--- src/design/hcbp_pkg.sv ---
package hcbp_pkg;

	// request modes
	typedef enum logic [1:0] {
		MODE_LOAD   = 2'd0,
		MODE_ENCODE = 2'd1,
		MODE_FINISH = 2'd2
	} mode_t;

	localparam int CODE_W      = 32;
	localparam int LEN_W       = 6;
	localparam int BYTE_W      = 8;
	localparam int PEND_W      = 7;
	localparam int CNT_W       = 3;
	// pending count plus longest code, up to 39 for codes of at most 32 bits
	localparam int TOT_W       = 7;
	// pending bits plus a code shifted by up to seven places
	localparam int ACC_W       = 40;
	// power of two, pointers wrap on their own
	localparam int QUEUE_DEPTH = 4;

	localparam logic [BYTE_W-1:0] ASCII_ZERO = 8'h30;

	// work item between the front and the packer
	typedef struct packed {
		logic              fin;
		logic [CODE_W-1:0] code;
		logic [LEN_W-1:0]  len;
	} entry_t;

endpackage

--- src/design/hcbp_byte_if.sv ---
interface hcbp_byte_if;
	logic       valid;
	logic       ready;
	logic [7:0] out_byte;
	logic       last;

	modport source (output valid, output out_byte, output last, input ready);
	modport sink (input valid, input out_byte, input last, output ready);
endinterface

--- src/design/hcbp_back.sv ---
module hcbp_back (
	input  logic             clk,
	input  logic             arst_n,
	input  hcbp_pkg::entry_t head,
	input  logic             empty,
	output logic             pop,
	hcbp_byte_if.source      stream
);
	import hcbp_pkg::*;

	logic              busy_q;
	logic [ACC_W-1:0]  work_acc_q;
	logic [TOT_W-1:0]  work_tot_q;
	logic [PEND_W-1:0] pend_bits_q;
	logic [CNT_W-1:0]  pend_cnt_q;
	logic              out_valid_q;
	logic [BYTE_W-1:0] out_byte_q;
	logic              out_last_q;

	logic [BYTE_W-1:0] pad_byte;
	logic [ACC_W-1:0]  fresh_acc;
	logic [TOT_W-1:0]  fresh_tot;
	logic [ACC_W-1:0]  cur_acc;
	logic [TOT_W-1:0]  cur_tot;
	logic [TOT_W-1:0]  rem;
	logic [ACC_W-1:0]  shifted;
	logic              src_valid;
	logic              out_free;
	logic              emit;
	logic              absorb;
	logic              is_last;

	// merge the head item with the pending bits
	always_comb begin
		pad_byte = ASCII_ZERO + 8'(BYTE_W) - 8'(pend_cnt_q);
		if (head.fin) begin
			if (pend_cnt_q == '0) begin
				fresh_acc = ACC_W'(ASCII_ZERO);
				fresh_tot = TOT_W'(BYTE_W);
			end else begin
				fresh_acc = ACC_W'({pad_byte, 1'b0, pend_bits_q});
				fresh_tot = TOT_W'(2 * BYTE_W);
			end
		end else begin
			fresh_acc = ACC_W'(pend_bits_q) | (ACC_W'(head.code) << pend_cnt_q);
			fresh_tot = TOT_W'(pend_cnt_q) + TOT_W'(head.len);
		end
	end

	// one byte a cycle from the current item while the output register is free
	always_comb begin
		cur_acc   = busy_q ? work_acc_q : fresh_acc;
		cur_tot   = busy_q ? work_tot_q : fresh_tot;
		src_valid = busy_q || !empty;
		out_free  = !out_valid_q || stream.ready;
		rem       = cur_tot - TOT_W'(BYTE_W);
		is_last   = rem < TOT_W'(BYTE_W);
		shifted   = cur_acc >> BYTE_W;
		emit      = src_valid && out_free && (cur_tot >= TOT_W'(BYTE_W));
		absorb    = !busy_q && !empty && (cur_tot < TOT_W'(BYTE_W));
		pop       = !busy_q && !empty && (emit || absorb);
	end

	// pending buffer and multi-byte tracking
	always_ff @(posedge clk or negedge arst_n) begin
		if (!arst_n) begin
			busy_q      <= 1'b0;
			pend_bits_q <= '0;
			pend_cnt_q  <= '0;
		end else if (absorb) begin
			pend_bits_q <= cur_acc[PEND_W-1:0];
			pend_cnt_q  <= cur_tot[CNT_W-1:0];
		end else if (emit) begin
			if (is_last) begin
				busy_q      <= 1'b0;
				pend_bits_q <= shifted[PEND_W-1:0];
				pend_cnt_q  <= rem[CNT_W-1:0];
			end else begin
				busy_q <= 1'b1;
			end
		end
	end

	// remaining bytes of a long item
	always_ff @(posedge clk) begin
		if (emit && !is_last) begin
			work_acc_q <= shifted;
			work_tot_q <= rem;
		end
	end

	// output register
	always_ff @(posedge clk or negedge arst_n) begin
		if (!arst_n) begin
			out_valid_q <= 1'b0;
		end else if (out_free) begin
			out_valid_q <= emit;
		end
	end

	always_ff @(posedge clk) begin
		if (emit) begin
			out_byte_q <= cur_acc[BYTE_W-1:0];
			out_last_q <= is_last;
		end
	end

	assign stream.valid    = out_valid_q;
	assign stream.out_byte = out_byte_q;
	assign stream.last     = out_last_q;

endmodule

--- src/flat_wrapper.sv ---
// flat-port wrapper written by rule: the top's interface ports become plain ports
module hcbp_back_flat import hcbp_pkg::*;
  (clk, arst_n, head, empty, pop, stream_valid, stream_out_byte, stream_last, stream_ready);
  hcbp_byte_if stream_i ();
  input  logic clk;
  input  logic arst_n;
  input  hcbp_pkg::entry_t head;
  input  logic empty;
  output logic pop;
  output wire logic [$bits(stream_i.valid)-1:0] stream_valid;
  output wire logic [$bits(stream_i.out_byte)-1:0] stream_out_byte;
  output wire logic [$bits(stream_i.last)-1:0] stream_last;
  input wire logic [$bits(stream_i.ready)-1:0] stream_ready;
  assign stream_valid = stream_i.valid;
  assign stream_out_byte = stream_i.out_byte;
  assign stream_last = stream_i.last;
  assign stream_i.ready = stream_ready;
  hcbp_back u_core (.clk(clk), .arst_n(arst_n), .head(head), .empty(empty), .pop(pop), .stream(stream_i));
endmodule
--- config.mk ---
export PLATFORM = sky130hd
export DESIGN_NAME = hcbp_back_flat
export DESIGN_NICKNAME = d
export VERILOG_FILES = /design/src/design/hcbp_pkg.sv /design/src/design/hcbp_byte_if.sv /design/src/design/hcbp_back.sv /design/src/flat_wrapper.sv
export SDC_FILE = /design/constraint.sdc
export NUM_CORES = 1
export LEC_CHECK = 0
export BUFFER_PORTS_ARGS = -buffer_cell sky130_fd_sc_hd__buf_4
export CAP_MARGIN = 40
export CORE_MARGIN = 3
export CORE_UTILIZATION = 55
export CTS_BUF_LIST = sky130_fd_sc_hd__clkbuf_4
export DETAILED_ROUTE_END_ITERATION = 16
export PLACE_DENSITY = 0.81
export SLEW_MARGIN = 30
export SYNTH_ARGS = -nofsm -noshare
export SYNTH_HDL_FRONTEND = slang
export SYNTH_SLANG_ARGS = --single-unit
--- constraint.sdc ---
create_clock -name clk -period 7.7 [get_ports clk]
set_input_delay 0 -clock clk [delete_from_list [all_inputs] [get_ports clk]]
set_output_delay 0 -clock clk [all_outputs]
set_load 0.05 [all_outputs]
Yosys cells after proc, flatten, opt, wreduce, memory -nomap -nowiden
Cells that the tools add are included.
{ "word_totals": {"regBits": 60, "in_bits": 43} }
{ "op_classes": {"addsub": 3, "order_cmp": 3, "shift": 1, "mux": 13, "bitwise": 2, "reduce_logical": 18} }
{ "ops": {"columns": ["op", "count"], "rows": [
  ["40-bit 2-to-1 mux", 1],
  ["7-bit by 40-bit bitwise OR with 40-bit output", 1],
  ["32-bit by 3-bit left shift with 40-bit output", 1],
  ["7-bit 2-to-1 mux", 5],
  ["32-bit 2-to-1 mux", 1],
  ["16-bit 2-to-1 mux", 1],
  ["7-bit by 4-bit less-than comparator with 1-bit output, second input constant", 2],
  ["3-bit 2-to-1 mux", 3],
  ["3-bit by 6-bit adder with 7-bit output", 1],
  ["7-bit by 4-bit greater-or-equal comparator with 1-bit output, second input constant", 1],
  ["6-bit by 3-bit subtractor with 7-bit output, first input constant", 1],
  ["7-bit by 4-bit subtractor with 7-bit output, second input constant", 1],
  ["1-bit logical AND", 6],
  ["5-bit 2-to-1 mux", 1],
  ["1-bit logical NOT", 4],
  ["2-bit AND reduction", 2],
  ["2-bit nonzero test", 2],
  ["3-bit logical NOT", 1],
  ["1-bit logical OR", 3],
  ["1-bit 2-to-1 mux", 1],
  ["1-bit inverter", 1]
]} }

Depth between registers and ports, before layout
Gate-level depths: netlist of the first run.
{ "logic_depth": {"word_depth": 9, "mapped_depth": 16, "mapped_depth_nobuf": 14} }

Worst setup path before layout of the first run
OpenSTA, ideal clock, no wires.
{ "synth_timing": {"kind": "reg-to-reg", "from": "register u_core.pend_cnt_q[0]", "to": "register u_core.work_acc_q[0] (enable)", "setup_ps": 433, "t_arrival_ps": 4282, "required_ps": 7267, "slack_ps": 2984, "stages_incl_launch_ff": 16, "path_buffers": 2, "period_less_slack_ps": 4716, "path_cell_list": "dfrtp_1 > clkbuf_1 > buf_4 > inv_1 > ha_1 > ha_1 > nand2_1 > o21ai_0 > nor3_1 > inv_1 > ha_1 > nor3b_1 > nand4_1 > o211a_4 > inv_2 > nor2_1"} }
{ "synth_via": {"elab_chain_len": 8, "elab_cells_between_ends": 11, "cone_classes": "2 x add/sub; 2 x order compare; 3 x mux; 4 x reduce/logical"} }
{ "synth_lines": {"columns": ["element", "line_no", "text"], "rows": [
  ["from (decl)", "hcbp_back.sv:15", "logic [CNT_W-1:0] pend_cnt_q;"],
  ["from (signal assigned)", "hcbp_back.sv:72", "pend_cnt_q <= cur_tot[CNT_W-1:0];"],
  ["from (signal assigned)", "hcbp_back.sv:77", "pend_cnt_q <= rem[CNT_W-1:0];"],
  ["branches (longest 2 deep; another with 3-bit by 6-bit adder with 7-bit output)", null, null],
  ["7-bit 2-to-1 mux (*)", "hcbp_back.sv:36", "if (head.fin) begin"],
  ["7-bit 2-to-1 mux (*)", "hcbp_back.sv:53", "cur_tot = busy_q ? work_tot_q : fresh_tot;"],
  ["7-bit by 4-bit subtractor with 7-bit output (*)", "hcbp_back.sv:56", "rem = cur_tot - TOT_W'(BYTE_W);"],
  ["via u_core.rem[3]", "hcbp_back.sv:25", "logic [TOT_W-1:0] rem;"],
  ["7-bit by 4-bit less-than comparator with 1-bit output (*)", "hcbp_back.sv:57", "is_last = rem < TOT_W'(BYTE_W);"],
  ["via u_core.is_last", "hcbp_back.sv:31", "logic is_last;"],
  ["1-bit logical NOT (*)", "hcbp_back.sv:86", "if (emit && !is_last) begin"],
  ["1-bit logical AND (*)", "hcbp_back.sv:86", null],
  ["to (signal assigned)", "hcbp_back.sv:87", "work_acc_q <= shifted;"],
  ["to (decl)", "hcbp_back.sv:12", "logic [ACC_W-1:0] work_acc_q;"]
]} }
Mark *: on every way through the listed nets, which the timed path passes.
A chain may end at the register's enable or synchronous reset.

Final worst setup path of the first run
{ "layout_timing": {"from": "register u_core.pend_cnt_q[1]", "to": "register u_core.work_acc_q[20] (enable)"} }
The elaborated chain is that of the path after synthesis.

==> results of run 1 <==
==> path summary, 6_finish.rpt <==
check / cells past startpoint / slack, ps / endpoint / start
worst max-delay path: 15 / 3380 / u_core.work_acc_q[20]$_DFFE_PP_ / u_core.pend_cnt_q[1]$_DFFE_PN0P_
worst min-delay path: 4 / 80 / u_core.work_acc_q[29]$_SDFFCE_PP0P_ / head[36]
worst max register to register: 15 / 3380 / u_core.work_acc_q[20]$_DFFE_PP_ / u_core.pend_cnt_q[1]$_DFFE_PN0P_
worst min register to register: 1 / 520 / u_core.pend_bits_q[4]$_DFFE_PN0P_ / u_core.pend_bits_q[4]$_DFFE_PN0P_
max in group asynchronous: 3 / 6580 / u_core.pend_cnt_q[0]$_DFFE_PN0P_ / arst_n
min in group asynchronous: 3 / 680 / u_core.stream.valid$_DFFE_PN0N_ / arst_n
==> area by class of cell <==
class / instances / area (um2)
clock buffers: 11 / 82.58
clock inverters: 5 / 78.83
fillers: 540 / 2240
inverters: 13 / 48.80
multi-input cells: 273 / 2151
flip-flops and latches: 59 / 1714
well taps: 96 / 120.1
repair buffers: 64 / 509.2
==> metrics by stage <==
stage	total power (W)	instance area [um2]	std cells	hold slack, ps	worst slack (ps)
after floorplan	0.001569	4031	369	-295.6	2984
after detailed placement	0.001849	4493	500	-144.9	3411
after CTS	0.002113	4705	521	71.55	3391
final	0.002118	4705	521	78.70	3377
after global routing	0.002262	4705	521	76.70	2954
after global placement	0.001802	4462	498	-150.4	3487
==> logic make-up after synthesis <==
logic type | after synthesis | share of synthesized area, %
multiplexers | 59 | 20.39
adder cells (fa/ha/maj) | 8 | 2.669
XOR/XNOR | 2 | 0.4346
AND/OR/NAND/NOR | 108 | 12.94
AO/OA/AOI/OAI | 96 | 16.85
flip-flops | 59 | 42.46
buffers and inverters | 37 | 4.252
==> worst register-to-register path, stage by stage, from the launching register on <==
cell and delay [ps]:
dfrtp_1 340, buf_4 420, clkinv_1 460, ha_1 330, ha_1 210, nand2_1 210
o21ai_0 120, nor3_1 410, inv_1 90, ha_1 250, nor3b_1 150, nand4_1 130
o211a_4 220, inv_2 70, nor2_2 100, buf_4 450
==> sequential cells by signal, indices dropped and copies added, names as in the netlist <==
| name | cells |
|---|---|
| u_core.busy_q | 1 |
| u_core.stream.valid | 1 |
| u_core.stream.last | 1 |
| u_core.stream.out_byte | 8 |
| u_core.work_acc_q | 31 |
| u_core.pend_bits_q | 7 |
| u_core.pend_cnt_q | 3 |
| u_core.work_tot_q | 7 |
==> cells in the mapped netlist (4+ instances only) <==
library cell	n	area [um2]
a211oi_1	6	45.04
a21oi_1	18	90.09
buf_2	5	25.02
clkbuf_1	12	45.04
dfrtp_1	12	300.3
edfxtp_1	47	1411
ha_1	7	87.58
inv_1	9	33.78
mux2i_1	36	360.4
mux4_2	17	382.9
nand2_1	47	176.4
nand2b_1	6	37.54
nor2_1	24	90.09
nor2b_1	7	43.79
nor3_1	4	20.02
o211ai_1	4	30.03
o21ai_0	36	180.2
o221a_1	4	45.04
==> layer usage <==
layer  vias to the layer above  track usage (%)  wire [um]
met3                        38            5.660        597
met4                         0            9.799        338
li1                       1513                -          -
met2                       128            40.11       4788
met5                         -                0          0
met1                      1504            28.75       3860
==> power breakdown <==
group / internal [W] / switching, W / total [W]
clock: 0.000139 / 0.000120 / 0.000259
combinational: 0.000453 / 0.000726 / 0.00118
sequential: 0.000605 / 0.0000759 / 0.000681
==> timing repair <==
action,in CTS,in global routing
hold buffers,5,0
endpoints found under the hold margin,16,0
endpoints found under the setup margin,0,0
==> results.yml, run 1 <==
run_status:
  status: "finished clean"
global_routing:
  grt_max_degree: 64
  antenna_found_initial: 0
  grt_pass1_vias: 3189
  gr-usage-all-layers_pct: 23.62
  overflow: 0
  grt_pass1_wl_um: 15580
cts:
  clock-sinks: 59
  clk_latency_ps: 400
  post_cts_resized: 0
  cts_max_level: 3
  cts_inserted_buffers: 9
  postCtsSetupBuffers: 0
  root_buffer: "clkbuf_4"
  cts.clk_slew.worst_paths_ps: 110
  cts.path.max_buffers: 2
  cts_tree: "built"
timing:
  fin_worst_skew_ps: 19.99
  hold_viol_final: 0
  relSlewSlack_pct: 57.49
  drv_slew: 0
  tightest_slew_ps: 637.6
  finalSetupTns_ps: 0
  rsz0062_at_grt: "false"
  fin_crit_sh_pct: 56.14
  period_minus_slack_ps: 4323
  setup_viol: 0
  fmax_ghz: 0.2313
power:
  p_leak_nw: 1.901
  ir_worst_vdd_mv: 0.2102
  p_per_area_nw_per_um2: 450.2
logic_synthesis:
  yosys_register_bits: 59
  synthCells: 369
  synth_edf_count: 47
  yosysWarnings: 0
  synth_async_sr_flop_share_pct: 20.34
  ys_seq_area_share_pct: 42.46
  synth_cell_types: 65
  syn_area_um2: 4031
  synthFlopType: "edfxtp_1"
  syn_nets: 420
  avgSynthCellArea_um2: 10.93
setup_path:
  crit_chain: "buf_4 -> clkinv_1 -> ha_1 -> ha_1 -> nand2_1 -> o21ai_0 -> nor3_1 -> inv_1 -> ha_1 -> nor3b_1 -> nand4_1 -> o211a_4 -> inv_2 -> nor2_2 -> buf_4"
  critPathMaxFanout: 43
  worstPathArrival_ps: 4360
  crit_buf_inv: 5
  crit_required_ps: 7740
  critPathKind: "flip-flop to flip-flop"
  path_delay_family: "buffers and inverters"
  worst_path_max_delay_cell: "buf_4"
  cp-start-kind: "flip-flop"
  cpMostUsedCell: "ha_1"
  end_kind: "flip-flop"
  slowest_delay_ps: 450
floorplanning:
  placementRows: 30
  pin_count: 54
  dieArea_um2: 8393
  start_util_pct: 58.05
  die_y_um: 91.62
  die_w_um: 91.62
  core_area_um2: 6944
layout:
  antenna_cells: 0
  areaGrowthSynthToFinish_pct: 16.70
  final_layout_size_suffix_gt1_share_pct: 27.29
  nNetsFinal: 471
  fin_util_pct: 67.75
  layout_common_cells: "buf_4, nand2_1, edfxtp_1"
  final_common_cell: "buf_4"
routing:
  drt-total-wl_um: 9585
  post_drt_wl_per_cell_um: 18.40
  drt_iter0_markers: 319
  vias: 3183
  ant_nets: 0
  drt-pass1-iter-count: 4
  avgViaCountPerCell: 6.109
  drc: 0
place:
  numPortBuffers: 53
  place_congestion: 0.9386
  dpl.hpwl_um: 6819
run:
  cap_viol_max_count: 0
worst_hold_path:
  hold_class: "primary input to flip-flop"
No activity file was read; power rests on OpenSTA's default activity.
==> run 2, diff against run 1 <==
Clock period 7.7 ns to 4.17 ns, I/O delays scaled along.
==> results.yml, run 2 (synthesis gave the netlist of run 1 again) <==
timing:
  fmax_ghz: 0.2658
  setup_viol: 0
  fin_worst_skew_ps: 12.47
  period_minus_slack_ps: 3763
  fin_crit_sh_pct: 90.24
  relSlewSlack_pct: 60.26
  rsz0062_at_grt: "false"
  tightest_slew_ps: 596.1
  finalSetupTns_ps: 0
  hold_viol_final: 0
  whs_ps: 12.62
  drv_slew: 0
  finalWorstSetupSlack_ps: 407.2
floorplanning:
  start_util_pct: 58.05
  placementRows: 30
  die_y_um: 91.62
  core_area_um2: 6944
  dieArea_um2: 8393
  pin_count: 54
  die_w_um: 91.62
layout:
  final_common_cell: "buf_4"
  final_layout_size_suffix_gt1_share_pct: 26.89
  nNetsFinal: 470
  antenna_cells: 0
  num-fill-cells: 551
  largest_reg_flops: 31
  top_register: "u_core.work_acc_q"
  layout_common_cells: "buf_4, nand2_1, edfxtp_1"
  design_area_um2: 4649
  areaGrowthSynthToFinish_pct: 15.33
worst_hold_path:
  hold_class: "primary input to flip-flop"
cts:
  clock-sinks: 59
  cts.path.max_buffers: 2
  cts.clk_slew.worst_paths_ps: 110
  cts_inserted_buffers: 9
  root_buffer: "clkbuf_4"
  postCtsHoldBufs: 4
  cts_max_level: 3
  clk_latency_ps: 400
  post_cts_resized: 0
  postCtsSetupBuffers: 0
  cts_tree: "built"
global_routing:
  grt_pass1_vias: 3278
  overflow: 0
  grt_pass1_wl_um: 15790
  gr-usage-all-layers_pct: 23.65
  grt_max_degree: 42
  antenna_found_initial: 0
setup_path:
  crit_chain: "clkinv_1 -> ha_1 -> ha_1 -> nand2_1 -> o21ai_0 -> nor3_1 -> inv_1 -> ha_1 -> nor3b_1 -> nand4_1 -> o211a_4 -> inv_2 -> nor2_2 -> buf_4"
  cpMostUsedCell: "ha_1"
  path_delay_family: "simple AND/OR/NAND/NOR gates"
  crit_required_ps: 4210
  worst_path_max_delay_cell: "buf_4"
  r2r_slack_ps: 410
  cp-start-kind: "flip-flop"
  worstPathArrival_ps: 3810
  crit_buf_inv: 4
  slowest_delay_ps: 450
  end_kind: "flip-flop"
  critPathMaxFanout: 38
  critPathKind: "flip-flop to flip-flop"
place:
  place_congestion: 0.9208
  numPortBuffers: 53
  dpl_cell_area_um2: 4477
  dpl.hpwl_um: 6888
  dp_slack_ps: 470.1
routing:
  drt-total-wl_um: 9626
  vias: 3224
  post_drt_wl_per_cell_um: 18.51
  ant_nets: 0
  drt_iter0_markers: 281
  drt-pass1-iter-count: 4
  avgViaCountPerCell: 6.200
  drc: 0
power:
  ir_worst_vdd_mv: 0.3920
  p_leak_nw: 1.868
  p_per_area_nw_per_um2: 821.8
run_status:
  status: "finished clean"
run:
  cap_viol_max_count: 0
[run 2: cell count changes in the layout (fill, tap and decap cells not counted), sizes merged]
cell,before,now
clkbuf,11,10
bufinv,2,1
clkinvlp,0,2
dlygate4sd3,5,4
[run 2: routing by layer]
layer,wire [um],vias to the layer above,global-route usage (%),share of wire (%)
met5,0,-,0,0
met4,248,0,10.80,2.6
met3,572,25,3.774,5.9
met2,4953,132,40.90,51
met1,3852,1562,28.93,40
li1,-,1505,-,-
[run 2: final timing paths]
path / depth (start not counted) / endpoint / startpoint
worst max register to register: 14 / u_core.work_tot_q[6]$_DFFE_PP_ / u_core.pend_cnt_q[1]$_DFFE_PN0P_
worst min register to register: 1 / u_core.pend_bits_q[4]$_DFFE_PN0P_ / u_core.pend_bits_q[4]$_DFFE_PN0P_
max in group asynchronous: 3 / u_core.pend_cnt_q[0]$_DFFE_PN0P_ / arst_n
min in group asynchronous: 3 / u_core.pend_bits_q[1]$_DFFE_PN0P_ / arst_n
worst max-delay path: 14 / u_core.work_tot_q[6]$_DFFE_PP_ / u_core.pend_cnt_q[1]$_DFFE_PN0P_
worst min-delay path: 3 / u_core.work_acc_q[30]$_SDFFCE_PP0P_ / head[37]
[run 2: cell type report]
class / count / area [um2] / area share, %
Sequential cell: 59 / 1714 / 36.87
Multi-Input combinational cell: 273 / 2151 / 46.26
Clock buffer: 10 / 75.07 / 1.615
Inverter: 13 / 48.80 / 1.050
Clock inverter: 6 / 57.56 / 1.238
Tap cell: 96 / 120.1 / 2.583
Timing Repair Buffer: 63 / 483.0 / 10.39
[run 2: worst register-to-register path: stages (launching register included)]
cell and delay, ps:
dfrtp_1 400, clkinv_1 290, ha_1 310, ha_1 220
nand2_1 210, o21ai_0 120, nor3_1 390, inv_1 90
ha_1 250, nor3b_1 160, nand4_1 130, o211a_4 220
inv_2 70, nor2_2 100, buf_4 450
[run 2: through the flow]
stage	std cells	power, W	utilization (%)
2_1_floorplan	369	0.002894	-
3_3_place_gp	500	0.003338	64.47
3_5_place_dp	500	0.003412	64.47
4_1_cts	520	0.003818	66.96
5_1_grt	520	0.004084	66.96
6_report	520	0.003821	66.96
[run 2: power breakdown]
part,switching (W),internal [W]
logic,0.00135,0.000822
clock network,0.000218,0.000185
registers,0.000129,0.00112
total,0.00170,0.00212
