--- src/design/hcbp_pkg.sv ---
package hcbp_pkg;

	// request modes
	typedef enum logic [1:0] {
		MODE_LOAD   = 2'd0,
		MODE_ENCODE = 2'd1,
		MODE_FINISH = 2'd2
	} mode_t;

	localparam int CODE_W      = 32;
	localparam int LEN_W       = 6;
	localparam int BYTE_W      = 8;
	localparam int PEND_W      = 7;
	localparam int CNT_W       = 3;
	// pending count plus longest code, up to 39 for codes of at most 32 bits
	localparam int TOT_W       = 7;
	// pending bits plus a code shifted by up to seven places
	localparam int ACC_W       = 40;
	// power of two, pointers wrap on their own
	localparam int QUEUE_DEPTH = 4;

	localparam logic [BYTE_W-1:0] ASCII_ZERO = 8'h30;

	// work item between the front and the packer
	typedef struct packed {
		logic              fin;
		logic [CODE_W-1:0] code;
		logic [LEN_W-1:0]  len;
	} entry_t;

endpackage

--- src/design/hcbp_queue.sv ---
module hcbp_queue (
	input  logic             clk,
	input  logic             arst_n,
	input  logic             push,
	input  hcbp_pkg::entry_t push_entry,
	output logic             full,
	input  logic             pop,
	output hcbp_pkg::entry_t head,
	output logic             empty
);
	import hcbp_pkg::*;

	localparam int PTR_W = $clog2(QUEUE_DEPTH);
	localparam int FILL_W = $clog2(QUEUE_DEPTH + 1);

	entry_t             slot_q [QUEUE_DEPTH];
	logic [PTR_W-1:0]   wr_ptr_q;
	logic [PTR_W-1:0]   rd_ptr_q;
	logic [FILL_W-1:0]  fill_q;

	assign full  = (fill_q == FILL_W'(QUEUE_DEPTH));
	assign empty = (fill_q == '0);
	assign head  = slot_q[rd_ptr_q];

	// pointers and fill level
	always_ff @(posedge clk or negedge arst_n) begin
		if (!arst_n) begin
			wr_ptr_q <= '0;
			rd_ptr_q <= '0;
			fill_q   <= '0;
		end else begin
			if (push) begin
				wr_ptr_q <= wr_ptr_q + PTR_W'(1);
			end
			if (pop) begin
				rd_ptr_q <= rd_ptr_q + PTR_W'(1);
			end
			if (push && !pop) begin
				fill_q <= fill_q + FILL_W'(1);
			end else if (pop && !push) begin
				fill_q <= fill_q - FILL_W'(1);
			end
		end
	end

	// entry storage
	always_ff @(posedge clk) begin
		if (push) begin
			slot_q[wr_ptr_q] <= push_entry;
		end
	end

endmodule

--- config.mk ---
export PLATFORM = sky130hd
export DESIGN_NAME = hcbp_queue
export DESIGN_NICKNAME = d
export VERILOG_FILES = /design/src/design/hcbp_pkg.sv /design/src/design/hcbp_queue.sv
export SDC_FILE = /design/constraint.sdc
export NUM_CORES = 1
export LEC_CHECK = 0
export ABC_AREA = 1
export BUFFER_PORTS_ARGS = -buffer_cell sky130_fd_sc_hd__buf_2
export CAP_MARGIN = 10
export CORE_MARGIN = 2
export CORE_UTILIZATION = 50
export CTS_CLUSTER_SIZE = 12
export DETAILED_ROUTE_END_ITERATION = 6
export GPL_ROUTABILITY_DRIVEN = 0
export PLACE_DENSITY = 0.73
export SYNTH_ARGS = -nofsm -noshare
export SYNTH_HDL_FRONTEND = slang
export SYNTH_SLANG_ARGS = --single-unit
--- constraint.sdc ---
create_clock -name clk -period 1.95 [get_ports clk]
set_input_delay 0.39 -clock clk [delete_from_list [all_inputs] [get_ports clk]]
set_output_delay 0.39 -clock clk [all_outputs]
set_load 0.02 [all_outputs]
After elaboration in Yosys (flattened, before gate mapping):

Memory sizes are Yosys's and may differ from the RTL's.
Cells that the tools add are included.

* input bits: 43
* logic and storage cells: 19
* bits in registers: 7
* memories kept: 1
* bits in writable memories: 156

Memories
* slot_q: depth 4, width 39, rd ports 1, clocked after memory_dff 0, wr ports 1, RTL line hcbp_queue.sv:16 `entry_t slot_q [QUEUE_DEPTH];`

* equal/unequal tests: 1
* reductions and logical operators: 6
* add/subtract/negate cells: 4
* muxes and demuxes: 4

Operators with widths (count)
* 3-bit 2-to-1 mux: 2
* 2-bit by 1-bit adder with 2-bit output, second input constant: 2
* 3-bit by 1-bit adder with 3-bit output, second input constant: 1
* 3-bit == test, second input constant: 1
* 3-bit logical NOT: 1
* 3-bit by 1-bit subtractor with 3-bit output, second input constant: 1
* 1-bit logical AND: 2
* 1-bit logical NOT: 2
* 1-bit 2-to-1 mux: 2
* 2-bit nonzero test: 1

Longest topological paths before layout:

Gate-level depths: netlist of the first run.

* depth in word-level cells: 4
* depth in mapped cells: 9
* mapped depth without buffers: 9

Worst setup path before layout of the first run:

OpenSTA, ideal clock, no wires.

* path type: input port to flip-flop
* start point: input port push
* end point: memory slot_q[0][0] (netlist bit), enable pin
* cell stages on the path: 3
* setup slack: 109 ps
* arrival time: 1447 ps
* data required time: 1556 ps
* path through: clkbuf_1 -> nand2_1 -> inv_1

* word-level cells in the longest chain between the ends: 2

RTL lines
* start, declared: RTL line hcbp_queue.sv:4 `input logic push,`
* 1-bit 2-to-1 mux: RTL line hcbp_queue.sv:48 `if (push) begin`
* 1-bit 2-to-1 mux (not written as such): RTL line hcbp_queue.sv:49 `slot_q[wr_ptr_q] <= push_entry;`
* end, declared: RTL line hcbp_queue.sv:16

No other way between the ends.

==> results of run 1 <==
==> per-layer routing <==
metal,up-vias,global-route usage
li1,1943,-
met3,9,0.0726
met4,2,0.0669
met1,1879,0.229
met5,-,0
met2,106,0.292
==> power breakdown <==
part / internal [mW] / total [mW] / switching [mW]
registers: 4.60 / 4.83 / 0.229
clock network: 1.84 / 3.07 / 1.23
logic: 2.36 / 5.84 / 3.47
total: 8.81 / 13.7 / 4.93
==> per-stage QoR <==
stage / instance area [µm²] / util / TNS (ps) / setup slack (ps) / std cells
2_1_floorplan: 6800 / - / 0 / 109 / 503
3_3_place_gp: 7380 / 0.557 / 0 / 337 / 748
3_5_place_dp: 7380 / 0.557 / 0 / 312 / 748
4_1_cts: 8190 / 0.619 / -3430 / -137 / 789
5_1_grt: 8320 / 0.628 / -5800 / -199 / 792
6_report: 8330 / 0.629 / -2670 / -122 / 793
==> cell usage after synthesis <==
master,n
dfrtp_1,7
nand2_1,130
clkbuf_1,4
nand3_1,1
xnor2_1,1
edfxtp_1,156
nand4_1,1
inv_1,90
fa_1,1
o211ai_2,32
xor2_1,3
o21ai_1,1
buf_6,15
o211ai_1,46
ha_1,5
nor3_1,2
buf_4,2
buf_2,6
==> cell usage in the layout (no fill, tap or decap), drive strengths merged <==
cell type,count
dfrtp,7
nand4,1
buf,104
nand2,130
diode,1
bufinv,2
xnor2,1
nor3,2
clkinv,11
nand3,1
clkinvlp,2
dlygate4sd3,1
edfxtp,156
xor2,3
fa,1
inv,90
clkbuf,20
ha,5
o211ai,78
o21ai,1
==> kinds of logic (layout without fill, tap and decap cells) <==
logic type,Yosys count,count (layout),share of synthesized area
adder cells (fa/ha/maj),6,6,0.0121
other,0,1,0
AND/OR/NAND/NOR,134,134,0.0748
AO/OA/AOI/OAI,79,79,0.110
XOR/XNOR,4,4,0.00515
buffers and inverters,117,230,0.0833
flip-flops,163,163,0.714
==> critical path: stages (launching register included) <==
cell	delay, ps
dfrtp_4	510
buf_12	180
clkbuf_16	160
o211ai_2	150
nand2_1	100
buf_6	150
==> what timing repair did <==
item                       4_1_cts  5_1_grt
gates cloned                     5        4
buffers inserted                 3        0
gates resized for setup         32       23
setup endpoints to repair       39       39
hold buffers                     1        0
pin swaps                       12       11
hold endpoints to repair         7        0
==> sequential cells by signal, summed over array words and instances (netlist names) <==
signal,count
rd_ptr_q,2
wr_ptr_q,2
fill_q,3
slot_q,156
==> area by class of cell <==
class	count	area, µm²	area share
Clock inverter	15	123	0.0147
Multi-Input combinational cell	223	1410	0.169
Inverter	90	338	0.0406
Antenna cell	1	2.50	0.000301
Timing Repair Buffer	108	947	0.114
Clock buffer	17	425	0.0511
Tap cell	176	220	0.0265
Sequential cell	163	4860	0.584
==> final timing paths <==
check | start | end | slack (ps) | depth (start not counted)
setup / recovery | rd_ptr_q[0]$_DFFE_PN0P_ | head[1] | -120 | 5
hold / removal | push_entry[7] | slot_q[1][7]$_DFFE_PP_ | 180 | 1
setup reg to reg | wr_ptr_q[1]$_DFFE_PN0P_ | slot_q[1][14]$_DFFE_PP_ | 490 | 5
hold reg to reg | fill_q[2]$_DFFE_PN0P_ | fill_q[2]$_DFFE_PN0P_ | 510 | 2
max in group asynchronous | arst_n | rd_ptr_q[0]$_DFFE_PN0P_ | 1410 | 2
min in group asynchronous | arst_n | rd_ptr_q[0]$_DFFE_PN0P_ | 340 | 2
==> impl_metrics.env, run 1 <==
export IMPL_drive_above_1_share=0.294
export IMPL_violations="negative setup slack"
export IMPL_yosys_warnings=0
export IMPL_cp_data_required_time_ps=1560
export IMPL_cts_buffer_depth=2
export IMPL_topRoutingLayerUsed="met5"
export IMPL_start_kind="flop"
export IMPL_critPathArrivalTime_ps=1680
export IMPL_start_util=0.514
export IMPL_core_um2=13200
export IMPL_drtPass1Iterations=4
export IMPL_yosys_area_top_type="edfxtp_1"
export IMPL_whs_ps=177
export IMPL_clkTransAtPathRegs_ps=60
export IMPL_h_tree_depth=4
export IMPL_grt_pass1_vias=3977
export IMPL_slew_headroom=0.757
export IMPL_cts_root_buf="clkbuf_16"
export IMPL_dp_hpwl_um=7140
export IMPL_drv_slew=0
export IMPL_timing_fmax_mhz=483
export IMPL_area_delta_synth_final_pct=22.4
export IMPL_antenna_found_initial=2
export IMPL_synth_cell_type_count=18
export IMPL_vias_per_cell=4.97
export IMPL_fin_skew_ps=14.8
export IMPL_synth_seq_cells=163
export IMPL_wl_met1_um=5420
export IMPL_setup_viol=39
export IMPL_numCtsBuffers=17
export IMPL_syn_area_um2=6800
export IMPL_syn_area_per_cell_um2=13.5
export IMPL_drc=0
export IMPL_vias=3939
export IMPL_min_period_ps=2070
export IMPL_timing_final_crit_share=1.06
export IMPL_ios=84
export IMPL_cp_max_fo=9
export IMPL_dieArea_um2=14600
export IMPL_wl_um=13000
export IMPL_status="complete, but fails checks"
export IMPL_peakVddDrop_mv=1.02
export IMPL_io_buffers=83
export IMPL_wl_met2_um=6470
export IMPL_grt_pass1_wl_um=19900
export IMPL_synth_area_leaders="edfxtp_1 69%, nand2_1 7.2%, o211ai_2 5.9%"
export IMPL_cp_end_kind="output pin"
export IMPL_synth_cells=503
export IMPL_die_x_um=121
export IMPL_p_per_area_nw_per_um2=1650
export IMPL_gr_total_overflow=0
export IMPL_layout_setup_ws_ps=-122
export IMPL_cap_violations=0
export IMPL_fin_nets=652
export IMPL_clk_latency_ps=420
export IMPL_grt_setup_unrepaired="true"
export IMPL_ys_seq_area_frac=0.714
export IMPL_first_iter_violations=248
export IMPL_dr_wl_met3_um=982
export IMPL_criticalPathCategory="flop to output pin"
export IMPL_tightest_slew_ps=364
export IMPL_hold_path_class="primary input to flop"
export IMPL_nFillCells=986
export IMPL_total_power_mw=13.7
export IMPL_row_count=42
export IMPL_gr_usage_all_layers=0.184
export IMPL_cts_sinks=163
export IMPL_wl_per_cell_um=16.4
export IMPL_cts_tree="built"
export IMPL_finalHoldViolations=0
export IMPL_ant_nets=0
export IMPL_grt_max_degree=77
export IMPL_die_height_um=121
export IMPL_p_leak_nw=3.43
export IMPL_synth_top_cell_area_share=0.688
export IMPL_syn_num_nets=552
(Power assumes the default switching activity.)
==> inputs of run 2 (changes only) <==
- ABC_AREA: 1 -> default
- PLACE_DENSITY: 0.73 -> 0.74
==> run 2 against run 1 <==
Compared with the run above: the flow still finishes with violations (negative setup slack); sequential power about the same; cell count decreased by 35%; maximum frequency decreased by 4.7%; clock-buffer cell count increased by 3; clock power about the same; first-iteration DRC count decreased by 31%; worst setup slack got worse by 100 ps; worst hold slack improved by 6.9 ps.
==> impl_metrics.env, run 2 <==
export IMPL_critPathArrivalTime_ps=1790
export IMPL_cap_violations=0
export IMPL_drv_slew=0
export IMPL_largest_register="slot_q"
export IMPL_placed_area_um2=6730
export IMPL_multi_input_area_um2=1080
export IMPL_largest_reg_flops=156
export IMPL_fin_nets=405
export IMPL_drive_above_1_share=0.484
export IMPL_setup_viol=39
export IMPL_synth_top_cell_area_share=0.772
export IMPL_cp_data_required_time_ps=1560
export IMPL_cts_buffer_depth=2
export IMPL_syn_area_per_cell_um2=25.5
export IMPL_clk_latency_ps=410
export IMPL_grt_max_degree=28
export IMPL_hold_depth=1
export IMPL_violations="negative setup slack"
export IMPL_row_count=40
export IMPL_regArea_um2=4860
export IMPL_yosys_area_top_type="edfxtp_1"
export IMPL_cts_tree="built"
export IMPL_synth_flop_cell="edfxtp_1"
export IMPL_fin_skew_ps=3.74
export IMPL_cts_sinks=163
export IMPL_synth_cell_type_count=19
export IMPL_grt_setup_unrepaired="true"
export IMPL_ios=84
export IMPL_drtPass1Iterations=4
export IMPL_p_per_area_nw_per_um2=1630
export IMPL_ys_seq_area_frac=0.801
export IMPL_nFillCells=790
export IMPL_grt_pass1_vias=2923
export IMPL_grt_pass1_wl_um=15700
export IMPL_holdCritStartpoint="push_entry[8]"
export IMPL_yosysMostFrequentCell="edfxtp_1"
export IMPL_synth_edff_count=156
export IMPL_area_delta_synth_final_pct=25.9
export IMPL_rr_startpoint="wr_ptr_q[1]$_DFFE_PN0P_"
export IMPL_start_kind="flop"
export IMPL_finalHoldViolations=0
export IMPL_status="complete, but fails checks"
export IMPL_layout_commonest_cell="edfxtp_1"
export IMPL_total_power_mw=12.5
export IMPL_final_cell_mix="156 x edfxtp_1, 52 x buf_2, 39 x mux4_2"
export IMPL_synth_area_leaders="edfxtp_1 77%, mux4_2 14%, dfrtp_1 2.9%"
export IMPL_timing_rr_end="slot_q[1][35]$_DFFE_PP_"
export IMPL_vias_per_cell=5.46
export IMPL_cp_max_fo=6
export IMPL_peakVddDrop_mv=0.891
export IMPL_synth_cells=238
export IMPL_dieArea_um2=13000
export IMPL_design_area_um2=7640
export IMPL_criticalPathCategory="flop to output pin"
export IMPL_cp_end_kind="output pin"
export IMPL_gr_usage_all_layers=0.168
export IMPL_core_um2=11900
export IMPL_tightest_slew_ps=297
export IMPL_syn_area_um2=6070
export IMPL_numCtsBuffers=17
export IMPL_io_buffers=83
export IMPL_die_x_um=114
export IMPL_syn_num_nets=287
export IMPL_timing_fmax_mhz=460
export IMPL_first_iter_violations=172
export IMPL_layout_setup_ws_ps=-225
export IMPL_timing_final_crit_share=1.12
export IMPL_whs_ps=184
export IMPL_min_period_ps=2180
export IMPL_vias=2821
export IMPL_ff2ff_path_depth=4
export IMPL_gr_total_overflow=0
export IMPL_antenna_found_initial=2
export IMPL_wl_um=10700
export IMPL_clkTransAtPathRegs_ps=60
export IMPL_yosys_warnings=0
export IMPL_start_util=0.509
export IMPL_wl_per_cell_um=20.8
export IMPL_p_leak_nw=2.71
export IMPL_ant_nets=0
export IMPL_reg_top3="slot_q x156, fill_q x3"
export IMPL_synthTopCellsByCount="156 x edfxtp_1, 38 x mux4_2, 7 x dfrtp_1, 5 x ha_1"
export IMPL_dp_hpwl_um=6350
export IMPL_cts_root_buf="clkbuf_16"
export IMPL_r2r_slack_ps=510
export IMPL_slew_headroom=0.802
export IMPL_place_ws_ps=201
export IMPL_drc=0
export IMPL_synthArstFlopShare=0.0429
export IMPL_hold_path_class="primary input to flop"
export IMPL_synth_seq_cells=163
export IMPL_die_height_um=114
export IMPL_h_tree_depth=4
export IMPL_min_to="slot_q[2][8]$_DFFE_PP_"
run 2: cell count changes after synthesis, sizes merged, moves of 4 or more:
cell and delta:
and2 +4, buf -14, clkbuf -4, inv -86, mux4 +39, nand2 -128, o211ai -78
run 2: cell families after synthesis:
logic type / synth area share
mux: 0.147
flops: 0.801
fa+ha+maj: 0.0136
buf+inv: 0.0208
xor+xnor: 0.00866
simple gates: 0.00804
compound gates: 0.000824
run 2: worst max-delay path by stage:
stage	depth (start not counted)	end	slack, ps	startpoint
global placement	3	head[34]	220	rd_ptr_q[0]$_DFFE_PN0P_
finish	4	head[8]	-230	rd_ptr_q[0]$_DFFE_PN0P_
CTS	3	head[15]	-270	rd_ptr_q[0]$_DFFE_PN0P_
floorplan	3	slot_q[1][0]$_DFFE_PP_	5	wr_ptr_q[1]$_DFFE_PN0P_
global route	4	head[8]	-270	rd_ptr_q[0]$_DFFE_PN0P_
detailed placement	3	head[34]	200	rd_ptr_q[0]$_DFFE_PN0P_
run 2: layout make-up:
class | instances | share of cell area
Sequential cell | 163 | 0.636
Multi-Input combinational cell | 62 | 0.142
Timing Repair Buffer | 108 | 0.123
Clock buffer | 20 | 0.0571
Tap cell | 147 | 0.0241
Clock inverter | 11 | 0.0147
Inverter | 4 | 0.00196
Antenna cell | 2 | 0.000655
run 2: where the power goes:
group / internal (mW) / switching [mW]
registers: 4.59 / 0.230
clock network: 1.86 / 1.22
logic: 2.34 / 2.23
run 2: per-stage QoR:
step                      std cells   util  setup TNS [ps]
after global placement          474  0.565               0
after CTS                       506  0.612           -8660
after global routing            515  0.641           -9440
after floorplan                 238      -               0
final                           517  0.642           -7480
after detailed placement        474  0.565               0
run 2: metal layers:
layer	vias to the layer above	wire length (µm)	track usage
met1	1476	4550	0.203
met5	-	0	0
met3	18	530	0.0588
met4	0	206	0.0732
met2	88	5460	0.276
li1	1239	-	-
run 2: what timing repair did:
item	in CTS	in global routing
gates resized for setup	3	63
hold buffers	1	0
hold endpoints to repair	7	0
cloned	0	6
setup endpoints to repair	39	39
buffers inserted	0	3
run 2: critical path: stages, from the launching register on:
cell and delay (ps):
dfrtp_2 390, buf_12 140, clkbuf_16 160, mux4_2 520
buf_6 150
==> inputs of run 3 (changes only) <==
- CORE_UTILIZATION: 50 -> 35
- PLACE_DENSITY: 0.74 -> default
==> run 3 against run 2 <==
Compared with the run above: sequential power about the same; clock power increased by 9.4%; worst setup slack got worse by 29 ps; clock-buffer cell count decreased by 3; critical path depth unchanged; non-clock buffer count decreased by 7; cell count increased by 14%; the run still ends with negative setup slack left; clock skew increased by 4.5 ps; register-to-register slack got worse by 70 ps; sequential share of layout area increased by 0.48 points; cell area decreased by 0.70%; die area increased by 41%.
==> impl_metrics.env, run 3 (synthesis results as in run 2) <==
export IMPL_dieArea_um2=18400
export IMPL_fin_cells=587
export IMPL_antenna_found_initial=2
export IMPL_hold_depth=1
export IMPL_wl_um=11200
export IMPL_violations="negative setup slack"
export IMPL_whs_ps=181
export IMPL_setup_viol=39
export IMPL_dr_wl_met3_um=575
export IMPL_wl_met2_um=5680
export IMPL_crit_top_cell="buf_12"
export IMPL_crit_path_max_incr_delay_ps=520
export IMPL_fin_setup_tns_ps=-8530
export IMPL_dp_hpwl_um=6860
export IMPL_slowest_stage="dfrtp_4"
export IMPL_placed_area_um2=6840
export IMPL_ant_nets=0
export IMPL_io_buffers=83
export IMPL_min_period_ps=2200
export IMPL_h_tree_depth=4
export IMPL_drc=0
export IMPL_slew_headroom=0.733
export IMPL_total_power_mw=12.2
export IMPL_antenna_cells=0
export IMPL_finish_utilization=0.443
export IMPL_path_cells="buf_12 -> buf_12 -> mux4_2 -> buf_6"
export IMPL_grt_max_degree=27
export IMPL_clk_latency_ps=420
export IMPL_final_cell_mix="156 x edfxtp_1, 71 x buf_2, 39 x mux4_2"
export IMPL_timing_final_crit_share=1.13
export IMPL_row_count=48
export IMPL_crit_family="flip-flops"
export IMPL_cp_data_required_time_ps=1560
export IMPL_vias=2765
export IMPL_status="complete, but fails checks"
export IMPL_largest_register="slot_q"
export IMPL_cts_tree="built"
export IMPL_drtPass1Iterations=4
export IMPL_r2r_slack_ps=440
export IMPL_start_util=0.355
export IMPL_hold_path_class="primary input to flop"
export IMPL_wl_per_cell_um=19.0
export IMPL_topRoutingLayerUsed="met5"
export IMPL_core_um2=17100
export IMPL_criticalPathCategory="flop to output pin"
export IMPL_peakVddDrop_mv=0.947
export IMPL_ios=84
export IMPL_placed_cells=550
export IMPL_cp_end_kind="output pin"
export IMPL_grt_pass1_vias=2985
export IMPL_timing_rr_end="slot_q[0][29]$_DFFE_PP_"
export IMPL_layout_commonest_cell="edfxtp_1"
export IMPL_largest_reg_flops=156
export IMPL_area_delta_synth_final_pct=25.1
export IMPL_ff2ff_path_depth=4
export IMPL_rr_startpoint="wr_ptr_q[0]$_DFFE_PN0P_"
export IMPL_cap_violations=0
export IMPL_finalHoldViolations=0
export IMPL_p_leak_nw=2.64
export IMPL_p_per_area_nw_per_um2=1610
export IMPL_grt_pass1_wl_um=17000
export IMPL_grt_setup_unrepaired="true"
export IMPL_fin_skew_ps=8.25
export IMPL_clkTransAtPathRegs_ps=70
export IMPL_cts_root_buf="clkbuf_16"
export IMPL_vias_per_cell=4.71
export IMPL_drv_slew=0
export IMPL_layout_setup_ws_ps=-254
export IMPL_gr_total_overflow=0
export IMPL_cts_sinks=163
export IMPL_cts_buffer_depth=2
export IMPL_timing_fmax_mhz=454
export IMPL_cp_num_buf_inv=3
export IMPL_start_kind="flop"
export IMPL_critPathArrivalTime_ps=1810
export IMPL_reg_top3="slot_q x156, fill_q x3"
export IMPL_wl_met1_um=4690
export IMPL_die_x_um=136
export IMPL_gr_usage_all_layers=0.131
export IMPL_tightest_slew_ps=401
export IMPL_numCtsBuffers=17
export IMPL_min_to="slot_q[2][0]$_DFFE_PP_"
export IMPL_place_ws_ps=140
export IMPL_drive_above_1_share=0.486
export IMPL_design_area_um2=7590
export IMPL_fin_nets=398
export IMPL_cp_max_fo=5
export IMPL_nFillCells=1480
export IMPL_first_iter_violations=149
export IMPL_die_height_um=136
export IMPL_holdCritStartpoint="push_entry[0]"
==> run 3: cell types whose count changed in the layout (fill, tap and decap cells not counted), sizes merged <==
cell | previous run | this run
clkinvlp | 3 | 4
clkbuf | 24 | 18
inv | 5 | 6
buf | 103 | 99
clkinv | 5 | 6
bufinv | 2 | 3
diode | 2 | 0
==> run 3: cell type report <==
class	instances	area [µm²]	area share
inverters	4	15.0	0.00198
clock inverters	15	181	0.0239
repair buffers	101	737	0.0971
flip-flops and latches	163	4860	0.641
multi-input cells	62	1080	0.143
clock buffers	17	425	0.0561
well taps	225	282	0.0371
==> run 3: how the worst max path moves through the flow <==
| stage | cells past startpoint | end | start | slack (ps) |
|---|---|---|---|---|
| final | 4 | head[12] | rd_ptr_q[0]$_DFFE_PN0P_ | -250 |
| after global routing | 3 | head[23] | rd_ptr_q[0]$_DFFE_PN0P_ | -330 |
| after global placement | 3 | head[19] | rd_ptr_q[0]$_DFFE_PN0P_ | 140 |
| after CTS | 3 | head[20] | rd_ptr_q[0]$_DFFE_PN0P_ | -310 |
| after detailed placement | 3 | head[20] | rd_ptr_q[0]$_DFFE_PN0P_ | 140 |
| after floorplan | 3 | slot_q[1][0]$_DFFE_PP_ | wr_ptr_q[1]$_DFFE_PN0P_ | 5 |
==> run 3: layer usage <==
layer | GRT usage | vias up
li1 | - | 1224
met1 | 0.162 | 1454
met2 | 0.211 | 63
met3 | 0.0441 | 20
met4 | 0.0590 | 4
met5 | 0 | -
==> run 3: where the power goes <==
part	switching, mW	internal [mW]
clock	1.34	2.02
sequential	0.204	4.60
combinational	2.14	1.90
total	3.69	8.51
==> run 3: timing repair <==
action                                  4_1_cts  5_1_grt
resized for setup                             2       24
hold buffers                                  1        0
buffers inserted                              2        1
cloned                                        0        1
hold endpoints to repair                      7        0
endpoints found under the setup margin       39       39
pin swaps                                     0        0
